**src/hw/rtl/prp_pkg.sv**
```systemverilog
package prp_pkg;

  localparam int ANGLE_BITS   = 16;
  localparam int ATAN_ENTRIES = 24;
  localparam int NUM_CELLS    = (ANGLE_BITS < ATAN_ENTRIES) ? ANGLE_BITS : ATAN_ENTRIES;
  localparam int SHIFT_W      = 5;

  localparam logic signed [31:0] CORDIC_GAIN = 32'sd652032874;

  typedef struct packed {
    logic signed [48:0] prod_x;
    logic signed [48:0] prod_y;
    logic signed [31:0] pivot_x;
    logic signed [31:0] pivot_y;
    logic signed [31:0] cx;
    logic signed [31:0] cy;
    logic signed [31:0] cz;
    logic               flip;
  } prp_item_t;

  // Arctangent of 2^-i in units of 2^-32 turn.
  function automatic logic signed [31:0] prp_atan(input logic [SHIFT_W-1:0] idx);
    logic signed [31:0] v;
    case (idx)
      5'd0:    v = 32'sd536870912;
      5'd1:    v = 32'sd316933406;
      5'd2:    v = 32'sd167458907;
      5'd3:    v = 32'sd84999636;
      5'd4:    v = 32'sd42667331;
      5'd5:    v = 32'sd21354465;
      5'd6:    v = 32'sd10679838;
      5'd7:    v = 32'sd5340245;
      5'd8:    v = 32'sd2670163;
      5'd9:    v = 32'sd1335087;
      5'd10:   v = 32'sd667544;
      5'd11:   v = 32'sd333772;
      5'd12:   v = 32'sd166886;
      5'd13:   v = 32'sd83443;
      5'd14:   v = 32'sd41721;
      5'd15:   v = 32'sd20861;
      5'd16:   v = 32'sd10430;
      5'd17:   v = 32'sd5215;
      5'd18:   v = 32'sd2608;
      5'd19:   v = 32'sd1304;
      5'd20:   v = 32'sd652;
      5'd21:   v = 32'sd326;
      5'd22:   v = 32'sd163;
      5'd23:   v = 32'sd81;
      default: v = 32'sd0;
    endcase
    return v;
  endfunction

endpackage

```
**src/hw/rtl/prp_prescale.sv**
```systemverilog
module prp_prescale (
  input  logic                clk,
  input  logic                rst,
  input  logic                in_valid,
  output logic                in_ready,
  input  logic signed [31:0]  point_x,
  input  logic signed [31:0]  point_y,
  input  logic signed [31:0]  pivot_x,
  input  logic signed [31:0]  pivot_y,
  input  logic signed [15:0]  scale_x,
  input  logic signed [15:0]  scale_y,
  input  logic [15:0]         angle,
  output logic                out_valid,
  input  logic                out_ready,
  output prp_pkg::prp_item_t  out_item
);
  import prp_pkg::*;

  logic signed [32:0] dx;
  logic signed [32:0] dy;
  logic signed [48:0] px;
  logic signed [48:0] py;
  logic               flip;
  prp_item_t          item_next;
  prp_item_t          item;
  logic               valid;

  assign dx   = {point_x[31], point_x} - {pivot_x[31], pivot_x};
  assign dy   = {point_y[31], point_y} - {pivot_y[31], pivot_y};
  assign px   = dx * scale_x;
  assign py   = dy * scale_y;

  // Angles in the second and third quadrant are turned by half a turn.
  assign flip = angle[15] ^ angle[14];

  always_comb begin
    item_next.prod_x  = px;
    item_next.prod_y  = py;
    item_next.pivot_x = pivot_x;
    item_next.pivot_y = pivot_y;
    item_next.cx      = CORDIC_GAIN;
    item_next.cy      = 32'sd0;
    item_next.cz      = {angle[15] ^ flip, angle[14:0], 16'b0};
    item_next.flip    = flip;
  end

  assign in_ready = ~valid | out_ready;

  always_ff @(posedge clk) begin
    if (rst) begin
      valid <= 1'b0;
    end else if (in_ready) begin
      valid <= in_valid;
    end
  end

  always_ff @(posedge clk) begin
    if (in_ready && in_valid) begin
      item <= item_next;
    end
  end

  assign out_valid = valid;
  assign out_item  = item;

endmodule

```
**config.mk**
```make
export PLATFORM = sky130hd
export DESIGN_NAME = prp_prescale
export DESIGN_NICKNAME = d
export VERILOG_FILES = /design/src/hw/rtl/prp_pkg.sv /design/src/hw/rtl/prp_prescale.sv
export SDC_FILE = /design/constraint.sdc
export NUM_CORES = 2
export LEC_CHECK = 0
export BUFFER_PORTS_ARGS = -buffer_cell sky130_fd_sc_hd__buf_4
export CORE_ASPECT_RATIO = 0.9
export CORE_MARGIN = 2
export CORE_UTILIZATION = 50
export CTS_BUF_LIST = sky130_fd_sc_hd__clkbuf_16
export CTS_CLUSTER_DIAMETER = 80
export CTS_CLUSTER_SIZE = 16
export DETAILED_ROUTE_END_ITERATION = 10
export GPL_TIMING_DRIVEN = 0
export PLACE_DENSITY_LB_ADDON = 0.12
export SYNTH_ARGS = -nofsm -noshare
export SYNTH_HDL_FRONTEND = slang
export SYNTH_SLANG_ARGS = --single-unit
```
**constraint.sdc**
```tcl
create_clock -name clk -period 24 [get_ports clk]
set_input_delay 2.4 -clock clk [delete_from_list [all_inputs] [get_ports clk]]
set_output_delay 2.4 -clock clk [all_outputs]
set_load 0.01 [all_outputs]
```
==> flow_summary.json <==
{
  "ys_types": 75,
  "ys_async_sr_fraction_pct": 0,
  "worstPathArrival_ns": 13.71,
  "crit_family": "compound AO/OA/AOI/OAI gates",
  "crit_buf_inv": 6,
  "cts_tree": "built",
  "layout-drive-gt1-share_pct": 8.70,
  "overflow": 0,
  "root_buffer": "clkbuf_16",
  "io_pins": 441,
  "antenna_left": 0,
  "dr.pass1.iters": 5,
  "tightest_slew_ns": 1.51,
  "cts_max_level": 4,
  "wirelength_um": 135000,
  "place_area_mm2": 0.0510,
  "cp.required_ns": 24.28,
  "rows": 106,
  "cpMostUsedCell": "fa_1",
  "finalSetupTns_ns": 0,
  "critical_path.max_stage_delay_ns": 1.11,
  "startpoint_type": "input pin",
  "finalHoldViolCount": 0,
  "yosys_warnings": 0,
  "crit_slowest_cell": "xnor2_1",
  "synth_edf_count": 179,
  "synth.cell_area_mm2": 0.0465,
  "drtIter0Drc": 2652,
  "cts_resized": 0,
  "drt-vias-per-instance": 5.26,
  "outcome": "finished with violations",
  "die_y_um": 293,
  "area_growth_pct": 11.1,
  "grt_max_degree": 63,
  "cts-buffers-inserted": 17,
  "antenna_found_initial": 9,
  "period_share_pct": 56.0,
  "hold_path.class": "reg2reg",
  "dp_hpwl_um": 114000,
  "drc": 0,
  "path_clk_slew_ns": 0.09,
  "finalInstanceArea_mm2": 0.0516,
  "cts.sinks": 180,
  "grt_usage_pct": 29.6,
  "worstSetupEndpointType": "register",
  "path_class": "in2reg",
  "final_cell_mix": "inv_1 (1165), fa_1 (1002), nand2_1 (691)",
  "grt_pass1_wl_um": 213000,
  "fin_crit_ns": 13.43,
  "finalClockSkew_ns": 0.0145,
  "setup_viol": 0,
  "wl_per_cell_um": 20.1,
  "fp.dieArea_mm2": 0.0954,
  "start_util_pct": 50.2,
  "dr_total_vias": 35300,
  "cp_max_fo": 7,
  "place_ws_ns": 10.62,
  "ys_seq_elements": 180,
  "mostFrequentLayoutCell": "inv_1",
  "ys_seq_area_share_pct": 11.6,
  "die_w_um": 325,
  "avgSynthCellArea_um2": 9.27,
  "grt_pass1_vias": 36900,
  "hold_buffers": 0,
  "setup_ws_ns": 10.57,
  "slew_violations": 8,
  "clock.fmax_mhz": 74.5,
  "coreArea_mm2": 0.0926,
  "violations": "capacitance limit, slew limit",
  "fill_cells": 8600,
  "relSlewSlack_pct": -1.43,
  "yosys_most_used_dff": "edfxtp_1",
  "syn_inst": 5013,
  "cts_setup_buffers": 0,
  "clk_path_buf_depth": 2,
  "cap_violations": 1,
  "clk-insertion-delay-late_ns": 0.53,
  "port_buffers": 344,
  "gp_congestion": 0.937,
  "rsz0062_at_grt": "false",
  "layout.nets": 6934
}
[per-stage QoR]
step	std cells	hold WS [ns]	util [%]
CTS	6711	0.587	55.8
detailed placement	6679	0.572	55.1
finish	6716	0.577	55.8
floorplan	5091	0.593	-
global placement	6677	0.555	55.0
global route	6711	0.609	55.8
[synthesized netlist by cell type, drive strengths merged, types with 15 or more instances]
cell type | number | share of area [%]
a211oi | 22 | 0.37
a21o | 75 | 1.2
a21oi | 132 | 1.4
and2 | 351 | 4.7
buf | 85 | 1.4
clkbuf | 215 | 1.7
edfxtp | 179 | 12
fa | 1002 | 43
ha | 296 | 8.0
inv | 1165 | 9.4
nand2 | 691 | 5.6
nand2b | 37 | 0.50
nand3 | 30 | 0.32
nand3b | 26 | 0.42
nand4 | 23 | 0.31
nor2 | 138 | 1.1
nor2b | 51 | 0.69
nor3 | 27 | 0.29
nor4b | 15 | 0.28
o21a | 19 | 0.31
o21ai | 83 | 0.89
o21bai | 22 | 0.36
o221ai | 16 | 0.30
xnor2 | 110 | 2.1
xor2 | 43 | 0.81
[final cells by class]
type	instances	area [um^2]	share of cell area, %
clock inverters	15	214	0.414
flip-flops and latches	180	5400	10.4
clock buffers	17	425	0.824
repair buffers	346	2640	5.11
diodes	5	12.5	0.0242
inverters	1166	4380	8.48
multi-input cells	3445	35600	68.9
well taps	1242	1550	3.01
plain buffers	300	1440	2.78
[path summary, 6_finish.rpt]
path | depth (start not counted) | to | from | slack, ns
worst min-delay path | 2 | out_valid$_SDFFE_PP0N_ | out_valid$_SDFFE_PP0N_ | 0.58
worst max register to register | 3 | out_item[205]$_DFFE_PP_ | out_valid$_SDFFE_PP0N_ | 22.00
worst max-delay path | 31 | out_item[252]$_DFFE_PP_ | pivot_x[10] | 10.57
worst min register to register | 2 | out_valid$_SDFFE_PP0N_ | out_valid$_SDFFE_PP0N_ | 0.58
[worst register-to-register path, cell delays in order, from the launching register on]
cell	delay, ns
dfxtp_1	0.34
nand2b_1	0.12
and2_4	0.71
buf_16	0.37
[sequential cells by signal, summed over array words and instances, names as in the netlist]
signal	count
out_valid	1
out_item	179
[cells by family (layout without fill, tap and decap cells)]
logic type	count (synthesis)	in the layout	synth area share (%)
compound gates	480	480	6.94
xor+xnor	153	153	2.88
fa+ha+maj	1298	1298	51.1
buf+inv	1466	1844	12.5
flops	180	180	11.6
mux	3	3	0.0673
other cells	2	85	0.0162
simple gates	1431	1431	14.9
[layer usage]
metal	vias to the layer above	GRT usage, %	share of wire [%]
met1	17900	41.9	44
met4	8	8.33	2.8
met2	1408	45.2	44
li1	15800	-	-
met5	-	0	0.035
met3	211	7.53	9.8
Power is left out: the tool's default activity adds up to more than one toggle a clock period on the data nets, which glitch-free logic cannot reach.
