$ cat src/hw/rtl/prp_pkg.sv
package prp_pkg;

  localparam int ANGLE_BITS   = 16;
  localparam int ATAN_ENTRIES = 24;
  localparam int NUM_CELLS    = (ANGLE_BITS < ATAN_ENTRIES) ? ANGLE_BITS : ATAN_ENTRIES;
  localparam int SHIFT_W      = 5;

  localparam logic signed [31:0] CORDIC_GAIN = 32'sd652032874;

  typedef struct packed {
    logic signed [48:0] prod_x;
    logic signed [48:0] prod_y;
    logic signed [31:0] pivot_x;
    logic signed [31:0] pivot_y;
    logic signed [31:0] cx;
    logic signed [31:0] cy;
    logic signed [31:0] cz;
    logic               flip;
  } prp_item_t;

  // Arctangent of 2^-i in units of 2^-32 turn.
  function automatic logic signed [31:0] prp_atan(input logic [SHIFT_W-1:0] idx);
    logic signed [31:0] v;
    case (idx)
      5'd0:    v = 32'sd536870912;
      5'd1:    v = 32'sd316933406;
      5'd2:    v = 32'sd167458907;
      5'd3:    v = 32'sd84999636;
      5'd4:    v = 32'sd42667331;
      5'd5:    v = 32'sd21354465;
      5'd6:    v = 32'sd10679838;
      5'd7:    v = 32'sd5340245;
      5'd8:    v = 32'sd2670163;
      5'd9:    v = 32'sd1335087;
      5'd10:   v = 32'sd667544;
      5'd11:   v = 32'sd333772;
      5'd12:   v = 32'sd166886;
      5'd13:   v = 32'sd83443;
      5'd14:   v = 32'sd41721;
      5'd15:   v = 32'sd20861;
      5'd16:   v = 32'sd10430;
      5'd17:   v = 32'sd5215;
      5'd18:   v = 32'sd2608;
      5'd19:   v = 32'sd1304;
      5'd20:   v = 32'sd652;
      5'd21:   v = 32'sd326;
      5'd22:   v = 32'sd163;
      5'd23:   v = 32'sd81;
      default: v = 32'sd0;
    endcase
    return v;
  endfunction

endpackage

$ cat src/hw/rtl/prp_cordic_cell.sv
module prp_cordic_cell (
  input  logic                        clk,
  input  logic                        rst,
  input  logic [prp_pkg::SHIFT_W-1:0] shift,
  input  logic                        in_valid,
  output logic                        in_ready,
  input  prp_pkg::prp_item_t          in_item,
  output logic                        out_valid,
  input  logic                        out_ready,
  output prp_pkg::prp_item_t          out_item
);
  import prp_pkg::*;

  logic signed [31:0] x;
  logic signed [31:0] y;
  logic signed [31:0] z;
  logic signed [31:0] xs;
  logic signed [31:0] ys;
  logic signed [31:0] at;
  prp_item_t          item_next;
  prp_item_t          item;
  logic               valid;

  assign x  = in_item.cx;
  assign y  = in_item.cy;
  assign z  = in_item.cz;
  assign xs = x >>> shift;
  assign ys = y >>> shift;
  assign at = prp_atan(shift);

  always_comb begin
    item_next = in_item;
    if (!z[31]) begin
      item_next.cx = x - ys;
      item_next.cy = y + xs;
      item_next.cz = z - at;
    end else begin
      item_next.cx = x + ys;
      item_next.cy = y - xs;
      item_next.cz = z + at;
    end
  end

  assign in_ready = ~valid | out_ready;

  always_ff @(posedge clk) begin
    if (rst) begin
      valid <= 1'b0;
    end else if (in_ready) begin
      valid <= in_valid;
    end
  end

  always_ff @(posedge clk) begin
    if (in_ready && in_valid) begin
      item <= item_next;
    end
  end

  assign out_valid = valid;
  assign out_item  = item;

endmodule

$ cat config.mk
export PLATFORM = sky130hd
export DESIGN_NAME = prp_cordic_cell
export DESIGN_NICKNAME = d
export VERILOG_FILES = /design/src/hw/rtl/prp_pkg.sv /design/src/hw/rtl/prp_cordic_cell.sv
export SDC_FILE = /design/constraint.sdc
export NUM_CORES = 1
export LEC_CHECK = 0
export BUFFER_PORTS_ARGS = -buffer_cell sky130_fd_sc_hd__clkbuf_2
export CAP_MARGIN = 20
export CORE_AREA = 2 2 208 210
export DETAILED_ROUTE_END_ITERATION = 6
export DIE_AREA = 0 0 210 212
export PLACE_DENSITY = 0.77
export SLEW_MARGIN = 25
export SYNTH_ARGS = -nofsm -noshare
export SYNTH_HDL_FRONTEND = slang
export SYNTH_SLANG_ARGS = --single-unit
$ cat constraint.sdc
create_clock -name clk -period 7.68 [get_ports clk]
set_input_delay 0.768 -clock clk [delete_from_list [all_inputs] [get_ports clk]]
set_output_delay 0.768 -clock clk [all_outputs]
set_load 0.005 [all_outputs]
==> results of run 1 <==
stage by stage:
step           hold WS [ns]  setup WS [ns]  instance area [sq um]  total power [W]
3_3_place_gp          0.750          0.446                  22400          0.00363
5_1_grt               0.339          0.525                  23400          0.00530
2_1_floorplan         0.522          0.205                  19300          0.00302
4_1_cts               0.326          0.914                  23400          0.00507
6_report              0.352          0.823                  23400          0.00507
3_5_place_dp          0.764          0.360                  22400          0.00366
cell families (layout without fill, tap and decap cells):
group	Yosys count	after routing	share of synthesized area [%]
mux	147	147	12.8
buf+inv	145	666	3.47
other cells	0	2	0
simple gates	438	438	11.2
flops	260	260	40.4
fa+ha+maj	117	117	7.70
compound gates	483	483	16.5
xor+xnor	173	173	7.85
cells in the final DEF (no fill, tap or decap), types with 14 or more instances in the layout:
master	count
mux4_2	59
and3_1	15
nand3_1	30
a21oi_1	139
mux2_2	27
o211ai_1	18
clkbuf_16	29
mux4_1	14
a21o_1	53
xnor2_1	115
edfxtp_1	259
o21a_1	14
o21bai_1	18
nor2b_1	27
nor2_1	141
clkbuf_2	526
nor3_1	27
inv_1	40
ha_1	114
nand2b_1	15
a211oi_1	15
mux2i_1	47
xor2_1	58
nand2_1	107
and2_1	18
o21ai_0	76
buf_4	43
a31oi_1	31
synthesized netlist by cell type (47+ instances only):
library cell    n
nand2_1       107
mux4_2         59
o21ai_0        76
ha_1          114
xnor2_1       115
nor2_1        141
a21o_1         53
a21oi_1       139
xor2_1         58
mux2i_1        47
clkbuf_1       49
edfxtp_1      259
per-layer routing:
metal  track usage [%]  vias up  part of all wire (%)
met4              13.6       12                   4.1
met5                 0        -                 0.099
met2              57.7      960                    48
met3              7.67      180                   9.1
met1              43.1     8707                    39
li1                  -     7749                     -
path summary, 6_finish.rpt:
check	from	endpoint	depth (start not counted)
setup / recovery	shift[0]	out_item[64]	20
hold / removal	rst	out_valid	2
setup reg to reg	out_valid	out_item[62]	3
hold reg to reg	out_valid	out_valid	2
final cells by class:
| type | count | area (sq um) | area share, % |
|---|---|---|---|
| flip-flops and latches | 260 | 7800 | 33.3 |
| multi-input cells | 1358 | 10800 | 46.3 |
| diodes | 2 | 5.00 | 0.0214 |
| repair buffers | 570 | 2980 | 12.7 |
| well taps | 546 | 683 | 2.92 |
| inverters | 42 | 158 | 0.674 |
| clock buffers | 33 | 741 | 3.17 |
| clock inverters | 21 | 196 | 0.840 |
state kept, by name (all words and copies together) (netlist names):
register and flops:
out_item 259, out_valid 1
power breakdown:
part	internal (W)	leakage, nW	switching, W	total [W]
logic	0.000750	6.98	0.00105	0.00180
registers	0.00182	2.51	0.0000642	0.00188
clock network	0.000795	0.464	0.000600	0.00140
==> impl_metrics.ini, run 1 <==
[clock_network]
max-clock-path-buffers = 3
cts_hold_buffers = 0
postCtsSetupBuffers = 0
post_cts_resized = 0
cts.sinks = 260
clk_pin_slew_ns = 0.06
root_buffer = clkbuf_16
numCtsBuffers = 29
h-tree-depth = 1
cts_tree = done
clk_latency_ns = 0.58

[placed_design]
port_buffers = 528
numPlacedInstances = 2776
hpwl_mm = 62.1
place.gp.congestion = 0.986

[yosys]
yosysTopAreaCell = edfxtp_1
synth-edff-count = 259
avgSynthCellArea_sq_um = 10.9
ys_seq_area_share_pct = 40.4
postSynth.asyncResetShare_pct = 0
synth_area_leaders = edfxtp_1 (40%), ha_1 (7.4%), mux4_2 (6.9%)
synth_fp_nets = 2148
synth_top_area_share_pct = 40.3
syn_area_sq_um = 19300
syn_inst = 1763
synth_cell_types = 85
synth_warnings = 0
ys_seq_elements = 260
synth_top_flop_cell = edfxtp_1

[critical_path]
required_ns = 7.99
cp_max_fo = 49
crit_slowest_cell = or4b_4
crit_type = primary input to flip-flop
rrSetupSlack_ns = 4.95
critical-path-top-delay-family = compound AO/OA/AOI/OAI gates
cp-start-kind = primary input
cpPeakStageDelay_ns = 0.62
cpMostUsedCell = buf_4
cp_cell_sequence = buf_4, buf_4, mux4_2, mux2i_1, o221ai_1, or4b_4, nor2_1, nor2_1, xor2_1, ha_1, and2_1, nand3_1, a211o_1, a21oi_1, o21ai_0, buf_4, o21ai_0, a221oi_1, nor3_1, xnor2_1
crit_buf_inv = 3
worstSetupEndpointType = flip-flop
crit_arrival_ns = 7.17

[route]
drt_pass1_iterations = 7
drtIter0Drc = 1872
drt-total-wl_mm = 78.7
ant_nets = 0
viasPerCell = 6.22
vias = 17600
wire_per_inst_um = 27.8
drc = 4

[power]
cellLeakagePower_nw = 9.96
vdd_drop_max_uv = 182
p_per_area_nw_per_um2 = 217

[floorplan]
ios = 529
coreArea_sq_um = 42500
die-area_sq_um = 44500
die_w_um = 210
start_util_pct = 45.4
fp-row-count = 76
die_y_um = 212

[timing]
slew_headroom_pct = 28.6
rsz0062_at_grt = no
max_freq_ghz = 0.146
period_minus_slack_ns = 6.86
period_share_pct = 89.3
setup_viol = 0
fin_tns_setup_ns = 0
hold_viol_final = 0
final.setup_skew_ns = 0.00721
drv_slew = 0
tightestPinTransition_ns = 1.07

[global_route]
grt_pass1_wl_mm = 113
grt_antenna_before_repair = 8
grt_pass1_vias = 17300
grt-ovfl-total = 0
grtUsageTotal_pct = 34.3
grt_max_degree = 136

[run_status]
violations = DRC
status = finished with violations

[cells_and_area]
n_fill_cell = 3737
fin_util_pct = 55.0
finalNonFillerCells = 2832
nNetsFinal = 2646
area_delta_synth_final_pct = 21.2
layout-drive-gt1-share_pct = 32.3

[job]
drv_cap = 0

[min_path]
hold_path_class = primary input to flip-flop
Power figures use the tool's default switching activity.
==> inputs of run 2 (changes only) <==
--- a/config.mk
+++ b/config.mk
@@ -7,10 +7,11 @@
 export LEC_CHECK = 0
 export BUFFER_PORTS_ARGS = -buffer_cell sky130_fd_sc_hd__clkbuf_2
 export CAP_MARGIN = 20
-export CORE_AREA = 2 2 208 210
+export CORE_ASPECT_RATIO = 2
+export CORE_MARGIN = 2
+export CORE_UTILIZATION = 40
 export DETAILED_ROUTE_END_ITERATION = 6
-export DIE_AREA = 0 0 210 212
-export PLACE_DENSITY = 0.77
+export PLACE_DENSITY = 0.69
 export SLEW_MARGIN = 25
 export SYNTH_ARGS = -nofsm -noshare
 export SYNTH_HDL_FRONTEND = slang
==> run 2 against run 1 <==
Net effect:
- the flow now finishes without violations
- combinational power up 6%
- clock-buffer cell count down 8
- non-clock buffer count up 55
- sequential power up 2%
- largest cell class unchanged
==> impl_metrics.ini, run 2 (synthesis results as in run 1) <==
[global_route]
met2_usage_pct = 63.1
busiest_layer = met2
gr-usage-met1_pct = 35.0
met3_usage_pct = 8.42
grt_antenna_before_repair = 11
grt-ovfl-total = 0
grt_pass1_wl_mm = 126
grt_max_degree = 183
grt_pass1_vias = 18400
grtUsageTotal_pct = 35.1

[timing]
final.setup_skew_ns = 0.0373
slew_headroom_pct = 31.7
fin_tns_setup_ns = 0
drv_slew = 0
hold_viol_final = 0
max_freq_ghz = 0.150
setup_viol = 0
period_minus_slack_ns = 6.65
period_share_pct = 86.6
tightestPinTransition_ns = 0.997
rsz0062_at_grt = no

[clock_network]
post_cts_resized = 0
cts_tree = done
cts.sinks = 260
numCtsBuffers = 24
cts_hold_buffers = 0
clk_pin_slew_ns = 0.07
max-clock-path-buffers = 3
root_buffer = clkbuf_16
h-tree-depth = 1
clk_latency_ns = 0.58
postCtsSetupBuffers = 0

[route]
ant_nets = 0
drt-total-wl_mm = 90.3
viasPerCell = 6.12
drtIter0Drc = 1815
vias = 18100
drt_pass1_iterations = 5
drc = 0
wire_per_inst_um = 30.5

[critical_path]
crit_arrival_ns = 7.07
crit_type = primary input to flip-flop
cp_max_fo = 30
cp-start-kind = primary input
required_ns = 8.10
worstSetupEndpointType = flip-flop

[power]
vdd_drop_max_uv = 190
cellLeakagePower_nw = 10.2
internal_power_w = 0.00330
p_switching_w = 0.00180
p_comb_share_pct = 37.5
pwr-share-seq_pct = 37.6
power_w = 0.00510
pwr-share-clk_pct = 24.9
p_sw_share_pct = 35.3
p_per_area_nw_per_um2 = 214

[cells_and_area]
largest_register_ffs = 259
layout-drive-gt1-share_pct = 33.9
nNetsFinal = 2696
final_common_cell = clkbuf_2
stdcell_area_sq_um = 23900
final_cell_mix = clkbuf_2 (526), edfxtp_1 (259), nor2_1 (141), a21oi_1 (139), xnor2_1 (115)
area_delta_synth_final_pct = 23.6

[floorplan]
coreArea_sq_um = 47500
die_w_um = 159
die-area_sq_um = 50100
fp-row-count = 113
ios = 529
start_util_pct = 40.6
die_y_um = 315

[placed_design]
hpwl_mm = 72.5
place.gp.congestion = 1.11
port_buffers = 528
placed_cell_area_sq_um = 23000

[min_path]
hold_path_class = primary input to flip-flop

[job]
drv_cap = 0

[run_status]
status = completed
-- run 2: cell types whose count changed in the layout (fill, tap and decap cells not counted), sizes merged --
cell / before / now
clkinv: 15 / 10
clkinvlp: 1 / 2
diode: 2 / 3
inv: 44 / 47
buf: 44 / 99
bufinv: 3 / 2
clkbuf: 559 / 551
-- run 2: final timing paths --
path                            cells after the start    startpoint  slack [ns]            end
worst max-delay path                               22      shift[0]        1.03   out_item[95]
worst min-delay path                                1  in_item[238]        0.36  out_item[238]
worst max register to register                      4     out_valid        5.70   out_item[59]
worst min register to register                      2     out_valid        0.59      out_valid
-- run 2: power groups by stage --
| stage | combinational (W) | clock (W) | sequential (W) |
|---|---|---|---|
| final | 0.00191 | 0.00127 | 0.00192 |
| after global routing | 0.00205 | 0.00135 | 0.00192 |
| after CTS | 0.00188 | 0.00130 | 0.00191 |
| after detailed placement | 0.00187 | 0 | 0.00194 |
| after global placement | 0.00185 | 0 | 0.00194 |
| after floorplan | 0.00109 | 0 | 0.00193 |
-- run 2: routing by layer --
layer / routed length, um / vias up
li1: - / 7838
met1: 28800 / 8759
met4: 8270 / 2
met5: 13 / -
met2: 45200 / 1181
met3: 8050 / 356
-- run 2: layout make-up --
cell class	instances	area, sq um
inverter	42	158
clock inverter	19	196
fill	4405	23700
clock buffer	25	626
sequential	260	7800
antenna	3	7.51
multi-input combinational	1358	10800
timing repair buffer	625	3450
tap	632	791
-- run 2: worst max-delay path, cell delays in order --
cell       delay [ns]
buf_4            0.42
mux4_1           0.77
mux2i_1          0.50
o32ai_1          0.17
or3_1            0.42
inv_1            0.11
ha_1             0.19
and3_1           0.19
and3_1           0.29
a31oi_1          0.13
xor2_1           0.19
ha_1             0.21
a21o_1           0.21
a21oi_1          0.15
nor2b_1          0.06
a2111oi_0        0.29
a22oi_1          0.26
a21o_1           0.26
a221o_1          0.36
o41ai_1          0.35
or4b_2           0.62
o211ai_1         0.12
-- run 2: stage by stage --
stage / setup slack (ns) / hold slack, ns / instances / util (%)
after floorplan: 0.205 / 0.522 / 1763 / -
after global placement: 0.653 / 0.581 / 2916 / 48.4
after detailed placement: 0.604 / 0.584 / 2916 / 48.4
after CTS: 1.16 / 0.341 / 2960 / 50.1
after global routing: 0.703 / 0.350 / 2962 / 50.2
final: 1.03 / 0.359 / 2964 / 50.2
